`config.mk`:
```
export PLATFORM = sky130hd
export DESIGN_NAME = plunger_homing_sequencer
export DESIGN_NICKNAME = d
export VERILOG_FILES = /design/src/rtl/phs_pkg.sv /design/src/rtl/plunger_homing_sequencer.sv /design/src/rtl/phs_cfg_regs.sv /design/src/rtl/phs_core.sv
export VERILOG_INCLUDE_DIRS = /design/src /design/src/rtl
export SDC_FILE = /design/constraint.sdc
export NUM_CORES = 1
export LEC_CHECK = 0
export BUFFER_PORTS_ARGS = -buffer_cell sky130_fd_sc_hd__buf_2
export CORE_UTILIZATION = 40
export CTS_CLUSTER_DIAMETER = 200
export DETAILED_ROUTE_END_ITERATION = 10
export PLACE_DENSITY = 0.59
export REMOVE_ABC_BUFFERS = 1
export SYNTH_ARGS = -nofsm -noshare
export SYNTH_HDL_FRONTEND = slang
export SYNTH_HIERARCHICAL = 1
export SYNTH_SLANG_ARGS = --single-unit
```
`constraint.sdc`:
```
create_clock -name clk -period 5.5 [get_ports clk]
set_input_delay 0.825 -clock clk [delete_from_list [all_inputs] [get_ports clk]]
set_output_delay 0.825 -clock clk [all_outputs]
set_load 0.01 [all_outputs]
```
`src/rtl/plunger_homing_sequencer_assert.svh`:
```
// Assertion macros for the plunger homing sequencer.
// Each macro expects clk and rst_n in scope at the point of use.
`ifndef PLUNGER_HOMING_SEQUENCER_ASSERT_SVH
`define PLUNGER_HOMING_SEQUENCER_ASSERT_SVH

// same-cycle implication
`define PHS_ASSERT_NOW(lbl, ante, cons, msg) \
  lbl: assert property (@(posedge clk) disable iff (!rst_n) (ante) |-> (cons)) \
    else $error(msg);

// next-cycle implication
`define PHS_ASSERT_NEXT(lbl, ante, cons, msg) \
  lbl: assert property (@(posedge clk) disable iff (!rst_n) (ante) |=> (cons)) \
    else $error(msg);

`endif

```
`src/rtl/phs_pkg.sv`:
```
// Shared types, codes and reset constants for the plunger homing sequencer.
// No dependencies; imported by every module of the block.
`default_nettype none

package phs_pkg;

  localparam int CNT_W = 32;   // width of step counts and top position

  // one-hot sequencer phases
  typedef enum logic [4:0] {
    PH_IDLE        = 5'b00001,
    PH_WAIT_ON     = 5'b00010,
    PH_WAIT_OFF    = 5'b00100,
    PH_MILEAGE     = 5'b01000,
    PH_END_MILEAGE = 5'b10000
  } phase_t;

  typedef enum logic [2:0] {
    ST_NONE    = 3'd0,
    ST_BUSY    = 3'd1,
    ST_DONE    = 3'd2,
    ST_TIMEOUT = 3'd3,
    ST_BREAK   = 3'd4,
    ST_ENDPOS  = 3'd5
  } status_t;

  typedef enum logic [3:0] {
    MODE_DOWN       = 4'd0,
    MODE_UP         = 4'd1,
    MODE_STOP       = 4'd2,
    MODE_TICK       = 4'd3,
    MODE_SENSOR_ON  = 4'd4,
    MODE_SENSOR_OFF = 4'd5,
    MODE_MOTOR_OFF  = 4'd6,
    MODE_KEY        = 4'd7,
    MODE_FORGET     = 4'd8
  } mode_t;

  localparam logic [1:0] ARG_DOWN_SENSOR = 2'd0;
  localparam logic [1:0] ARG_UP_SENSOR   = 2'd1;
  localparam logic [1:0] ARG_STOP_KEY    = 2'd1;

  // register map index (byte address / 4)
  localparam logic [1:0] REG_TIMEOUT    = 2'd0;
  localparam logic [1:0] REG_CRAWL_RATE = 2'd1;
  localparam logic [1:0] REG_SLOW_POS   = 2'd2;
  localparam logic [1:0] REG_MILEAGE    = 2'd3;

  localparam logic [31:0] TIMEOUT_RST    = 32'd30000;
  localparam logic [7:0]  CRAWL_RATE_RST = 8'd10;
  localparam logic [31:0] SLOW_POS_RST   = 32'd1000;
  localparam logic [15:0] MILEAGE_RST    = 16'd2000;

  typedef struct packed {
    logic [31:0] timeout_ticks;
    logic [7:0]  crawl_rate;
    logic [31:0] slow_zone_pos;
    logic [15:0] backoff_steps;
  } cfg_t;

  typedef struct packed {
    logic [3:0]  mode;
    logic [1:0]  event_arg;
    logic        down_sensor_now;
    logic        up_sensor_now;
    logic [31:0] step_count;
    logic [7:0]  motor_rate_now;
    logic [31:0] now_ticks;
  } item_t;

  typedef struct packed {
    logic        do_start;
    logic        start_direction;
    logic [7:0]  start_rate;
    logic        do_decelerate;
    logic        do_change_rate;
    logic [31:0] position;
    logic [2:0]  status;
  } result_t;

endpackage

`default_nettype wire

```
`src/rtl/plunger_homing_sequencer.sv`:
```
// Plunger homing sequencer, top level.
// Event words come in on the in_ channel (valid/ready) and are registered.
// Each word is decoded combinationally against the sequencer state and its
// single result word lands in the out_ register, handed off on out_ready.
// Path: a word passes the input register, then the result register, where
// out_valid rises; the result word is taken while out_ready is high.
// Throughput: one word per cycle while out_ready stays high; the state updates once per word.
// A stalled receiver holds the result register; one more word waits in the
// input register, and in_ready drops only when both are full.
// Four registers sit on the APB-style port at byte addresses 0, 4, 8, 12:
// timeout_ticks, crawl_rate, slow_zone_pos, backoff_steps.
// Write them only while no word is in flight.
// Reset (rst_n low, synchronous) empties both registers, puts the sequencer
// in idle with an unknown position and restores the register defaults.
// Depends on phs_pkg, phs_cfg_regs, phs_core and the assertion macro header.
`default_nettype none

module plunger_homing_sequencer (
  input  wire logic        clk,
  input  wire logic        rst_n,
  input  wire logic        in_valid,
  output logic             in_ready,
  input  wire logic [3:0]  in_mode,
  input  wire logic [1:0]  in_event_arg,
  input  wire logic        in_down_sensor_now,
  input  wire logic        in_up_sensor_now,
  input  wire logic [31:0] in_step_count,
  input  wire logic [7:0]  in_motor_rate_now,
  input  wire logic [31:0] in_now_ticks,
  output logic             out_valid,
  input  wire logic        out_ready,
  output logic             out_do_start,
  output logic             out_start_direction,
  output logic [7:0]       out_start_rate,
  output logic             out_do_decelerate,
  output logic             out_do_change_rate,
  output logic [31:0]      out_position,
  output logic [2:0]       out_status,
  input  wire logic        psel,
  input  wire logic        penable,
  input  wire logic        pwrite,
  input  wire logic [3:0]  paddr,
  input  wire logic [31:0] pwdata,
  output logic [31:0]      prdata,
  output logic             pready
);
  import phs_pkg::*;

`include "plunger_homing_sequencer_assert.svh"

  cfg_t    cfg;
  item_t   s1_item_r;
  logic    s1_valid_r;
  logic    s1_adv;
  logic    out_free;
  logic    in_fire;
  result_t result;

  phs_cfg_regs u_cfg (
    .clk     (clk),
    .rst_n   (rst_n),
    .psel    (psel),
    .penable (penable),
    .pwrite  (pwrite),
    .paddr   (paddr),
    .pwdata  (pwdata),
    .prdata  (prdata),
    .pready  (pready),
    .cfg     (cfg)
  );

  assign s1_adv   = s1_valid_r & out_free;
  assign in_ready = ~s1_valid_r | out_free;
  assign in_fire  = in_valid & in_ready;

  always_ff @(posedge clk) begin
    if (!rst_n) begin
      s1_valid_r <= 1'b0;
    end else if (in_ready) begin
      s1_valid_r <= in_valid;
    end
  end

  always_ff @(posedge clk) begin
    if (in_fire) begin
      s1_item_r.mode            <= in_mode;
      s1_item_r.event_arg       <= in_event_arg;
      s1_item_r.down_sensor_now <= in_down_sensor_now;
      s1_item_r.up_sensor_now   <= in_up_sensor_now;
      s1_item_r.step_count      <= in_step_count;
      s1_item_r.motor_rate_now  <= in_motor_rate_now;
      s1_item_r.now_ticks       <= in_now_ticks;
    end
  end

  phs_core u_core (
    .clk        (clk),
    .rst_n      (rst_n),
    .cfg        (cfg),
    .item_valid (s1_adv),
    .item       (s1_item_r),
    .out_ready  (out_ready),
    .out_free   (out_free),
    .out_valid  (out_valid),
    .result     (result)
  );

  assign out_do_start        = result.do_start;
  assign out_start_direction = result.start_direction;
  assign out_start_rate      = result.start_rate;
  assign out_do_decelerate   = result.do_decelerate;
  assign out_do_change_rate  = result.do_change_rate;
  assign out_position        = result.position;
  assign out_status          = result.status;

  // start and decelerate come from disjoint events
  `PHS_ASSERT_NOW(a_start_decel_excl, out_valid, !(out_do_start && out_do_decelerate), "start and decelerate together")
  // direction and rate are zero unless a start is commanded
  `PHS_ASSERT_NOW(a_start_fields, out_valid && !out_do_start, out_start_rate == 8'd0 && !out_start_direction, "start fields without start")
  // a word held in the input register is never dropped while output stalls
  `PHS_ASSERT_NEXT(a_s1_hold, s1_valid_r && !s1_adv, s1_valid_r, "input word lost")

endmodule

`default_nettype wire

```
`src/rtl/phs_cfg_regs.sv`:
```
// APB-style configuration registers of the plunger homing sequencer.
// Depends on phs_pkg for the register map and reset values.
`default_nettype none

module phs_cfg_regs (
  input  wire logic          clk,
  input  wire logic          rst_n,
  input  wire logic          psel,
  input  wire logic          penable,
  input  wire logic          pwrite,
  input  wire logic [3:0]    paddr,
  input  wire logic [31:0]   pwdata,
  output logic [31:0]        prdata,
  output logic               pready,
  output phs_pkg::cfg_t      cfg
);
  import phs_pkg::*;

  cfg_t       cfg_r;
  cfg_t       cfg_nxt;
  logic       wr_en;
  logic [1:0] idx;

  assign pready = 1'b1;
  assign wr_en  = psel & penable & pwrite & pready;
  assign idx    = paddr[3:2];

  always_comb begin
    cfg_nxt = cfg_r;
    if (wr_en) begin
      case (idx)
        REG_TIMEOUT:    cfg_nxt.timeout_ticks = pwdata;
        REG_CRAWL_RATE: cfg_nxt.crawl_rate    = pwdata[7:0];
        REG_SLOW_POS:   cfg_nxt.slow_zone_pos = pwdata;
        REG_MILEAGE:    cfg_nxt.backoff_steps = pwdata[15:0];
        default:        cfg_nxt = cfg_r;
      endcase
    end
  end

  always_ff @(posedge clk) begin
    if (!rst_n) begin
      cfg_r.timeout_ticks <= TIMEOUT_RST;
      cfg_r.crawl_rate    <= CRAWL_RATE_RST;
      cfg_r.slow_zone_pos <= SLOW_POS_RST;
      cfg_r.backoff_steps <= MILEAGE_RST;
    end else begin
      cfg_r <= cfg_nxt;
    end
  end

  always_comb begin
    case (idx)
      REG_TIMEOUT:    prdata = cfg_r.timeout_ticks;
      REG_CRAWL_RATE: prdata = {24'd0, cfg_r.crawl_rate};
      REG_SLOW_POS:   prdata = cfg_r.slow_zone_pos;
      REG_MILEAGE:    prdata = {16'd0, cfg_r.backoff_steps};
      default:        prdata = 32'd0;
    endcase
  end

  assign cfg = cfg_r;

endmodule

`default_nettype wire

```
`src/rtl/phs_core.sv`:
```
// Sequencer state, per-word event decode and the result register.
// Depends on phs_pkg; fed by the input stage of the top level.
`default_nettype none

module phs_core (
  input  wire logic          clk,
  input  wire logic          rst_n,
  input  wire phs_pkg::cfg_t cfg,
  input  wire logic          item_valid,
  input  wire phs_pkg::item_t item,
  input  wire logic          out_ready,
  output logic               out_free,
  output logic               out_valid,
  output phs_pkg::result_t   result
);
  import phs_pkg::*;

  phase_t           phase_r, phase_nxt, ph_tick;
  logic             up_r, up_nxt;
  logic [CNT_W-1:0] top_r, top_nxt;
  logic             unk_r, unk_nxt;
  status_t          code_r, code_nxt;
  logic [31:0]      tick_r, tick_nxt;

  logic             out_valid_r;
  result_t          res_r, res_nxt;

  logic [CNT_W-1:0] count;
  logic [CNT_W-1:0] pos_cur;
  logic [CNT_W-1:0] pos_new;
  logic [31:0]      elapsed;
  logic             at_end;
  logic             force_none;
  logic             timed_out;

  function automatic logic [CNT_W-1:0] calc_pos(input logic up,
                                                input logic [CNT_W-1:0] top,
                                                input logic [CNT_W-1:0] cnt);
    logic [CNT_W-1:0] p;
    if (up)             p = cnt;
    else if (cnt > top) p = '0;
    else                p = top - cnt;
    return p;
  endfunction

  assign count     = item.step_count[CNT_W-1:0];
  assign pos_cur   = calc_pos(up_r, top_r, count);
  assign elapsed   = item.now_ticks - tick_r;
  assign timed_out = (phase_r != PH_IDLE) && (elapsed >= cfg.timeout_ticks);

  always_comb begin
    phase_nxt  = phase_r;
    up_nxt     = up_r;
    top_nxt    = top_r;
    unk_nxt    = unk_r;
    code_nxt   = code_r;
    tick_nxt   = tick_r;
    res_nxt    = '0;
    force_none = 1'b0;
    at_end     = 1'b0;
    ph_tick    = phase_r;

    case (item.mode)
      MODE_DOWN, MODE_UP: begin
        up_nxt   = (item.mode == MODE_UP);
        at_end   = up_nxt ? item.up_sensor_now : item.down_sensor_now;
        phase_nxt = PH_IDLE;
        code_nxt  = ST_DONE;
        if (!at_end) begin
          phase_nxt               = PH_WAIT_ON;
          res_nxt.do_start        = 1'b1;
          res_nxt.start_direction = up_nxt;
          tick_nxt                = item.now_ticks;
        end else if (unk_r) begin
          // resting on the sensor with unknown position: back off first
          phase_nxt               = PH_MILEAGE;
          res_nxt.do_start        = 1'b1;
          res_nxt.start_direction = ~up_nxt;
          tick_nxt                = item.now_ticks;
        end
      end
      MODE_STOP: begin
        if (phase_r != PH_IDLE) begin
          phase_nxt             = PH_WAIT_OFF;
          res_nxt.do_decelerate = 1'b1;
          code_nxt              = ST_DONE;
        end
        force_none = 1'b1;
      end
      MODE_TICK: begin
        if (timed_out) begin
          ph_tick               = PH_WAIT_OFF;
          res_nxt.do_decelerate = 1'b1;
          code_nxt              = ST_TIMEOUT;
        end else if (phase_r == PH_MILEAGE &&
                     count >= CNT_W'(cfg.backoff_steps)) begin
          ph_tick               = PH_END_MILEAGE;
          res_nxt.do_decelerate = 1'b1;
        end
        phase_nxt = ph_tick;
        if (!up_r && top_r != '0 && item.motor_rate_now > cfg.crawl_rate &&
            32'(pos_cur) <= cfg.slow_zone_pos)
          res_nxt.do_change_rate = 1'b1;
      end
      MODE_SENSOR_ON: begin
        if (phase_r == PH_WAIT_ON &&
            ((item.event_arg == ARG_DOWN_SENSOR && !up_r) ||
             (item.event_arg == ARG_UP_SENSOR && up_r))) begin
          phase_nxt             = PH_WAIT_OFF;
          res_nxt.do_decelerate = 1'b1;
        end
      end
      MODE_MOTOR_OFF: begin
        if (phase_r == PH_END_MILEAGE) begin
          // back-off finished: re-approach at slow rate
          top_nxt                 = '0;
          phase_nxt               = PH_WAIT_ON;
          res_nxt.do_start        = 1'b1;
          res_nxt.start_direction = up_r;
          res_nxt.start_rate      = cfg.crawl_rate;
        end else begin
          top_nxt   = (up_r && !item.up_sensor_now) ? count : '0;
          phase_nxt = PH_IDLE;
          unk_nxt   = 1'b0;
        end
      end
      MODE_KEY: begin
        if (item.event_arg == ARG_STOP_KEY) begin
          phase_nxt             = PH_WAIT_OFF;
          res_nxt.do_decelerate = 1'b1;
          code_nxt              = ST_BREAK;
        end
      end
      MODE_FORGET: unk_nxt = 1'b1;
      default: ;
    endcase

    pos_new          = calc_pos(up_nxt, top_nxt, count);
    res_nxt.position = 32'(pos_new);
    if (force_none)                res_nxt.status = ST_NONE;
    else if (phase_nxt != PH_IDLE) res_nxt.status = ST_BUSY;
    else if (item.up_sensor_now)   res_nxt.status = ST_ENDPOS;
    else                           res_nxt.status = code_nxt;
  end

  assign out_free = ~out_valid_r | out_ready;

  always_ff @(posedge clk) begin
    if (!rst_n) begin
      phase_r     <= PH_IDLE;
      up_r        <= 1'b0;
      top_r       <= '0;
      unk_r       <= 1'b1;
      code_r      <= ST_NONE;
      tick_r      <= 32'd0;
      out_valid_r <= 1'b0;
    end else begin
      if (item_valid) begin
        phase_r <= phase_nxt;
        up_r    <= up_nxt;
        top_r   <= top_nxt;
        unk_r   <= unk_nxt;
        code_r  <= code_nxt;
        tick_r  <= tick_nxt;
      end
      if (out_free) out_valid_r <= item_valid;
    end
  end

  always_ff @(posedge clk) begin
    if (item_valid) res_r <= res_nxt;
  end

  assign out_valid = out_valid_r;
  assign result    = res_r;

endmodule

`default_nettype wire
```
-- Word-level counts from Yosys, hierarchy flattened
Cells that the tools add are included.
- register bits after elaboration: 291
- word-level logic and storage cells: 132
- bits of input ports: 123
- add/subtract/negate cells: 3
- reductions and logical operators: 27
- bitwise operators: 9
- mux-type cells: 41
- eq/ne operators: 18
- order comparisons: 6
- operators by type and width (kind ; number):
    32-bit 2-to-1 mux ; 9
    32-bit case mux with 4 select lines ; 1
    32-bit subtractor ; 3
    32-bit > comparator ; 2
    32-bit by 16-bit >= comparator with 1-bit output ; 1
    32-bit >= comparator ; 1
    32-bit less-or-equal comparator ; 1
    32-bit nonzero test ; 1
    5-bit 2-to-1 mux ; 6
    5-bit case mux with 6 select lines ; 1
    4-bit by 3-bit == test with 1-bit output (second input constant) ; 3
    3-bit 2-to-1 mux ; 4
    3-bit case mux with 4 select lines ; 1
    1-bit 2-to-1 mux ; 11
    10-bit 2-to-1 mux ; 1
    5-bit by 1-bit != test with 1-bit output (second input constant) ; 2
    2-bit AND reduction ; 5
    1-bit logical AND ; 9
    4-bit by 2-bit == test with 1-bit output (second input constant) ; 2
    8-bit > comparator ; 1
    2-bit 2-to-1 mux ; 3
    3-bit AND reduction ; 2
    5-bit by 2-bit == test with 1-bit output (second input constant) ; 1
    5-bit by 4-bit == test with 1-bit output (second input constant) ; 1
    other kinds (21) ; 32

-- Longest topological paths before layout
- depth after elaboration: 8
- depth in mapped cells: 25
- depth with buffers taken out: 25

-- Hierarchy
Netlist, hierarchy kept.
- by module, submodules not included (module ; sequential area each (µm²) ; times used ; cells each ; area each (µm²)):
    phs_core ; 2912.8 ; 1 ; 1560 ; 12807.3
    phs_cfg_regs ; 1761.7 ; 1 ; 409 ; 4085.2
    plunger_homing_sequencer ; 2422.3 ; 1 ; 86 ; 2467.4

-- Worst setup path after synthesis
Ideal clock, no wire load.
- kind: register to register
- start: reg s1_item_r[40] (netlist name)
- end: reg u_core.res_r (netlist bit u_core/result[35]), data pin
- data required time: 5320 ps
- setup time: 180 ps
- period minus slack after synthesis: 4810 ps
- cell stages (with the launch flop): 24
- buffers on the path: 1
- arrival: 4630 ps
- slack: 690 ps
- cell sequence: edfxtp_1 ha_1 inv_1 fa_1 a21o_1 nand4_1 a21oi_2 o41ai_4 o21ai_1 a311oi_1 o22ai_1 clkbuf_1 a22o_1 ha_1 nor2b_1 o21a_1 o21a_1 o21a_1 o21a_1 o21a_1 o21a_1 o21ai_0 o211ai_1 a221oi_1
- cells in the longest elaborated chain, start to end: 6
- ends and longest elaborated chain (element ; line ; source):
    from (decl) ; plunger_homing_sequencer.sv:52 ; item_t s1_item_r;
    32-bit subtractor / 32-bit > comparator (equally long branches) ; phs_core.sv:42, phs_core.sv:41 ;
    32-bit 2-to-1 mux ; phs_core.sv:41 ; else if (cnt > top) p = '0;
    32-bit 2-to-1 mux (*) ; phs_core.sv:40 ; if (up) p = cnt;
    32-bit less-or-equal comparator (*) ; phs_core.sv:102 ; 32'(pos_cur) <= cfg.slow_zone_pos)
    1-bit logical AND (*) ; phs_core.sv:101 ; if (!up_r && top_r != '0 && item.motor_rate_now > cfg.crawl_rate &&
    1-bit 2-to-1 mux (*) ; phs_core.sv:101 ;
    to (signal assigned) ; phs_core.sv:171 ; if (item_valid) res_r <= res_nxt;
    to (decl) ; phs_core.sv:26 ; result_t res_r, res_nxt;
Mark *: on every way between the ends. The rest lies on a longest branch, timed or not.
A chain may end at the register's enable or synchronous reset.

-- Final worst setup path
- start: reg s1_item_r[76] (netlist name)
- end: reg u_core.res_r (netlist bit u_core/result[15]), data pin
- cells in the longest elaborated chain, start to end: 5
- ends and longest elaborated chain (element ; line ; source):
    4-bit by 3-bit == test with 1-bit output ; phs_core.sv:63 ; case (item.mode)
    32-bit 2-to-1 mux ; phs_core.sv:63 ;
    via u_core.top_nxt[18] ; phs_core.sv:20 ; logic [CNT_W-1:0] top_r, top_nxt;
    32-bit > comparator ; phs_core.sv:41 ;
    32-bit 2-to-1 mux ; phs_core.sv:41 ;
    32-bit 2-to-1 mux ; phs_core.sv:40 ;
    via u_core.pos_new[12] ; phs_core.sv:30 ; logic [CNT_W-1:0] pos_new;
The timed path passes the listed nets, and every way through them passes these cells.

==> metrics.log <==
[metrics] cell types with the largest area share after synthesis: sky130_fd_sc_hd__edfxtp_1 20%, sky130_fd_sc_hd__dfxtp_1 17%, sky130_fd_sc_hd__ha_1 12%
[metrics] CTS tree: built
[metrics] Crit Path Category: register to register
[metrics] placed cell count: 2829
[metrics] CTS Buf Count: 35
[metrics] transition time at the pin with the least slew margin: 1.25 ns
[metrics] number of antenna-violating nets in the routed design: 0
[metrics] share of the synthesized area in the top cell type: 0.197
[metrics] number of distinct standard cells referenced by the synthesized netlist: around 90
[metrics] power density cells: roughly 270 nW/µm²
[metrics] RSZ-0062 raised after global routing: false
[metrics] total global routing track utilization: 0.215
[metrics] sequential area share after synthesis: 0.367
[metrics] switching pwr: 1.68 mW
[metrics] most area-hungry cell type in the Yosys netlist: sky130_fd_sc_hd__edfxtp_1
[metrics] yosys warns: 6
[metrics] CP max stage cell: sky130_fd_sc_hd__nor3b_2
[metrics] fraction of registers with async set or reset after synthesis: 0
[metrics] maximum number of buffers from clock root to sink: 3
[metrics] Max VDD drop: 206 µV
[metrics] CTS H-tree lvls: 2
[metrics] delay of the slowest critical-path stage: roughly 0.52 ns
[metrics] detailed-placement wirelength estimate: 40600 µm
[metrics] worst rel slew slack: 0.167
[metrics] core footprint: 47700 µm²
[metrics] Root Buffer Master: sky130_fd_sc_hd__clkbuf_16
[metrics] total count of max-transition violations in the final report: 0
[metrics] Initial Util: 0.405
[metrics] number of inserted diodes: 0
[metrics] number of vias after detailed routing: 15.7k
[metrics] pin count of the biggest net entering global routing: 109
[metrics] Avg Inst Size Synth: 9.42 µm²
[metrics] area of placed instances: 21100 µm²
[metrics] part of the power in the clock network: 0.388
[metrics] # port buffers: 201
[metrics] share of power burned in registers: 0.411
[metrics] nets@finish: 2560
[metrics] cell-internal power: 4.23 mW
[metrics] total congestion overflow: 0
[metrics] filler-free cell count of the finished design: 2893
[metrics] startpoint type of the worst setup path: register
[metrics] CTS clock-pin slew for the worst setup and hold paths: 0.06 ns
[metrics] Top FF cell, synth: sky130_fd_sc_hd__dfxtp_1
[metrics] drc violations: 0
[metrics] # setup viols final: 0
[metrics] DRT iter0 DRCs: 924
[metrics] path class of the lowest-slack min-delay path: primary input to register
[metrics] total negative setup slack: 0 ns
[metrics] area occupied by registers: 7100 µm²
[metrics] fin crit share: 0.942
[metrics] via count of the first global-routing pass: between 15k and 20k
[metrics] Fin. Hold Viols: 0
[metrics] Worst-Skew Late Latency: 0.56 ns
[metrics] max-cap violation count: 0
[metrics] result of the run: completed
[metrics] Post-Layout Inst Area: about 22000 µm²
[metrics] overall die height: 222 µm
[metrics] final worst hold slack: 0.435 ns
[metrics] fraction of power spent switching nets: 0.284
[metrics] Die Outline Area: just under 50000 µm²
[metrics] worst path required time: 5.81 ns
[metrics] post-detailed-route via-to-cell ratio: 5.44
[metrics] cell count after synthesis: between 2k and 2.5k
[metrics] top achievable clock speed: slightly below 0.2 GHz
[metrics] number of antenna violations at the first check in global routing: 0
[metrics] worst endpoint data arrival time: 5.49 ns
[metrics] largest driver fanout on the critical path: 31
[metrics] average wire length per cell after detail routing: 18.4 µm
[metrics] Boundary Pins: ~210
[metrics] gpl congestion: ~0.89
[metrics] critical path cell sequence: nand2b_1 > or2_2 > nand2b_1 > nor3b_2 > buf_4 > a22o_1 > ha_1 > and4_1 > and3_1 > nand2_1 > a2bb2oi_1 > o21ai_1 > a221oi_2 > o21ai_1 > a21o_1 > o21a_1 > buf_4 > a32o_1
[metrics] Setup crit end kind: register
[metrics] row count: 80
[metrics] area growth from synthesis to layout: 15.0%
[metrics] worst clock skew: 0.0284 ns
[metrics] Min Clock Period, post-route: 5.18 ns
[metrics] Syn Std Cell Area: 19400 µm²
[metrics] EDFF count, synth: 127
[metrics] Leak Pwr: 10.0 nW
[metrics] share of layout cells above drive strength 1: 0.171
[metrics] length of the first detailed-routing pass in iterations: 5
[metrics] combined area of the multi-input logic cells: 11200 µm²
[metrics] # fillers: about 4.5k
[metrics] wire length of the first global-routing pass: 84100 µm
[metrics] Routed Wire Length: 53200 µm
[metrics] clock net sink count: approximately 290
[metrics] post-synthesis register bit count: 291
[metrics] Chip Width: 222 µm
[metrics] combinational fraction of design power: 0.201
final cells by class:
type	instances	share of cell area
Multi-Input combinational cell	1493	0.503
Sequential cell	291	0.319
Timing Repair Buffer	249	0.0622
Clock buffer	53	0.0462
Tap cell	615	0.0346
Inverter	181	0.0305
Clock inverter	11	0.00455
registers in the layout, indices dropped and copies added, names as in the netlist:
register and count:
u_cfg/cfg 88, s1_item_r 80, u_core/result 47, u_core/tick_r 32, u_core/top_r 32, u_core/phase_r 5, u_core/code_r 3, s1_valid_r 1
u_core/out_valid 1, u_core/unk_r 1, u_core/up_r 1
power by group through the flow:
stage          Sequential (mW)  Clock (mW)  Combinational [mW]
2_1_floorplan             2.46           0               0.789
3_3_place_gp              2.47           0                1.15
3_5_place_dp              2.47           0                1.17
4_1_cts                   2.43        2.35                1.18
5_1_grt                   2.44        2.43                1.32
6_report                  2.43        2.29                1.19
cells by family (layout without fill, tap and decap cells):
family,after synthesis,after routing,share of synthesized area
AND/OR/NAND/NOR,574,574,0.146
AO/OA/AOI/OAI,543,543,0.209
flip-flops,291,291,0.367
buffers and inverters,271,494,0.0584
adder cells (fa/ha/maj),186,186,0.121
multiplexers,116,116,0.0657
XOR/XNOR,73,73,0.0330
other,1,1,0.000194
cells in the final DEF, fill, tap and decap left out, types with 33 or more instances in the layout:
cell	Yosys	layout
sky130_fd_sc_hd__a22o_1	95	95
sky130_fd_sc_hd__dfxtp_1	164	164
sky130_fd_sc_hd__a21o_1	78	78
sky130_fd_sc_hd__mux2i_1	99	99
sky130_fd_sc_hd__or2_2	35	35
sky130_fd_sc_hd__nor2_1	92	92
sky130_fd_sc_hd__edfxtp_1	127	127
sky130_fd_sc_hd__ha_1	183	183
sky130_fd_sc_hd__a21boi_0	41	41
sky130_fd_sc_hd__xnor2_1	52	52
sky130_fd_sc_hd__o211a_1	34	33
sky130_fd_sc_hd__buf_2	16	200
sky130_fd_sc_hd__o21ai_0	49	47
sky130_fd_sc_hd__clkbuf_16	0	37
sky130_fd_sc_hd__nand2_1	220	220
sky130_fd_sc_hd__a21oi_1	101	100
sky130_fd_sc_hd__inv_1	180	180
sky130_fd_sc_hd__buf_4	6	47
sky130_fd_sc_hd__nor2b_1	36	36
sky130_fd_sc_hd__nand3_1	33	33
per-stage QoR:
step	power [mW]	worst slack, ns	utilization
2_1_floorplan	3.25	-0.933	-
3_3_place_gp	3.62	-0.0863	0.442
3_5_place_dp	3.64	-0.101	0.442
4_1_cts	5.96	0.0376	0.465
5_1_grt	6.18	0.00836	0.466
6_report	5.90	0.319	0.466
Yosys cell counts (5+ instances only):
cell type	instances
sky130_fd_sc_hd__or2_2	35
sky130_fd_sc_hd__buf_2	16
sky130_fd_sc_hd__or3_1	7
sky130_fd_sc_hd__mux2i_1	99
sky130_fd_sc_hd__nor2b_1	36
sky130_fd_sc_hd__xnor2_1	52
sky130_fd_sc_hd__a211o_1	6
sky130_fd_sc_hd__a211oi_1	11
sky130_fd_sc_hd__clkbuf_1	57
sky130_fd_sc_hd__o31ai_1	9
sky130_fd_sc_hd__a221oi_1	5
sky130_fd_sc_hd__nand2_1	220
sky130_fd_sc_hd__a21oi_1	101
sky130_fd_sc_hd__buf_4	6
sky130_fd_sc_hd__a21o_1	78
sky130_fd_sc_hd__ha_1	183
sky130_fd_sc_hd__a22oi_1	5
sky130_fd_sc_hd__a31oi_1	8
sky130_fd_sc_hd__mux2_2	9
sky130_fd_sc_hd__o211ai_1	11
sky130_fd_sc_hd__nand3_1	33
sky130_fd_sc_hd__buf_6	8
sky130_fd_sc_hd__nand2b_1	22
sky130_fd_sc_hd__dfxtp_1	164
sky130_fd_sc_hd__o211a_1	34
sky130_fd_sc_hd__nor4_1	15
sky130_fd_sc_hd__inv_1	180
sky130_fd_sc_hd__nand4_1	31
sky130_fd_sc_hd__nor3b_1	5
sky130_fd_sc_hd__o21bai_1	8
sky130_fd_sc_hd__edfxtp_1	127
sky130_fd_sc_hd__nor2_1	92
sky130_fd_sc_hd__nor3_1	31
sky130_fd_sc_hd__a22o_1	95
sky130_fd_sc_hd__mux4_2	8
sky130_fd_sc_hd__or4_1	6
sky130_fd_sc_hd__a21boi_0	41
sky130_fd_sc_hd__o21ai_0	49
sky130_fd_sc_hd__o21a_1	24
sky130_fd_sc_hd__and2_1	11
sky130_fd_sc_hd__and3_1	13
sky130_fd_sc_hd__xor2_1	21
sky130_fd_sc_hd__a32o_1	7
critical path: cells and delay by family, from the launching register on:
family / cells / cell delay, ns
simple gates: 7 / 1.78
flops: 1 / 0.41
fa+ha+maj: 1 / 0.32
buf+inv: 2 / 0.61
compound gates: 8 / 1.79
final timing paths:
check                         start           endpoint  slack, ns  depth (start not counted)
setup / recovery      s1_item_r[76]  u_core/result[15]       0.32                         18
hold / removal     in_now_ticks[14]      s1_item_r[14]       0.44                          1
setup reg to reg      s1_item_r[76]  u_core/result[15]       0.32                         18
hold reg to reg   u_core/tick_r[16]  u_core/tick_r[16]       0.46                          2
metal layers:
metal / wire length [µm] / track usage / up-vias
li1: - / - / 7843
met1: 24300 / 0.281 / 7455
met2: 25000 / 0.360 / 364
met3: 2090 / 0.0239 / 83
met4: 1890 / 0.0909 / 0
met5: 0 / 0 / -
repair_timing:
item | CTS | global route
resized for setup | 2 | 12
setup endpoints to repair | 3 | 5
pin swaps | 0 | 6
hold buffers | 0 | 0
buffers inserted | 0 | 0
(Power assumes the default switching activity.)
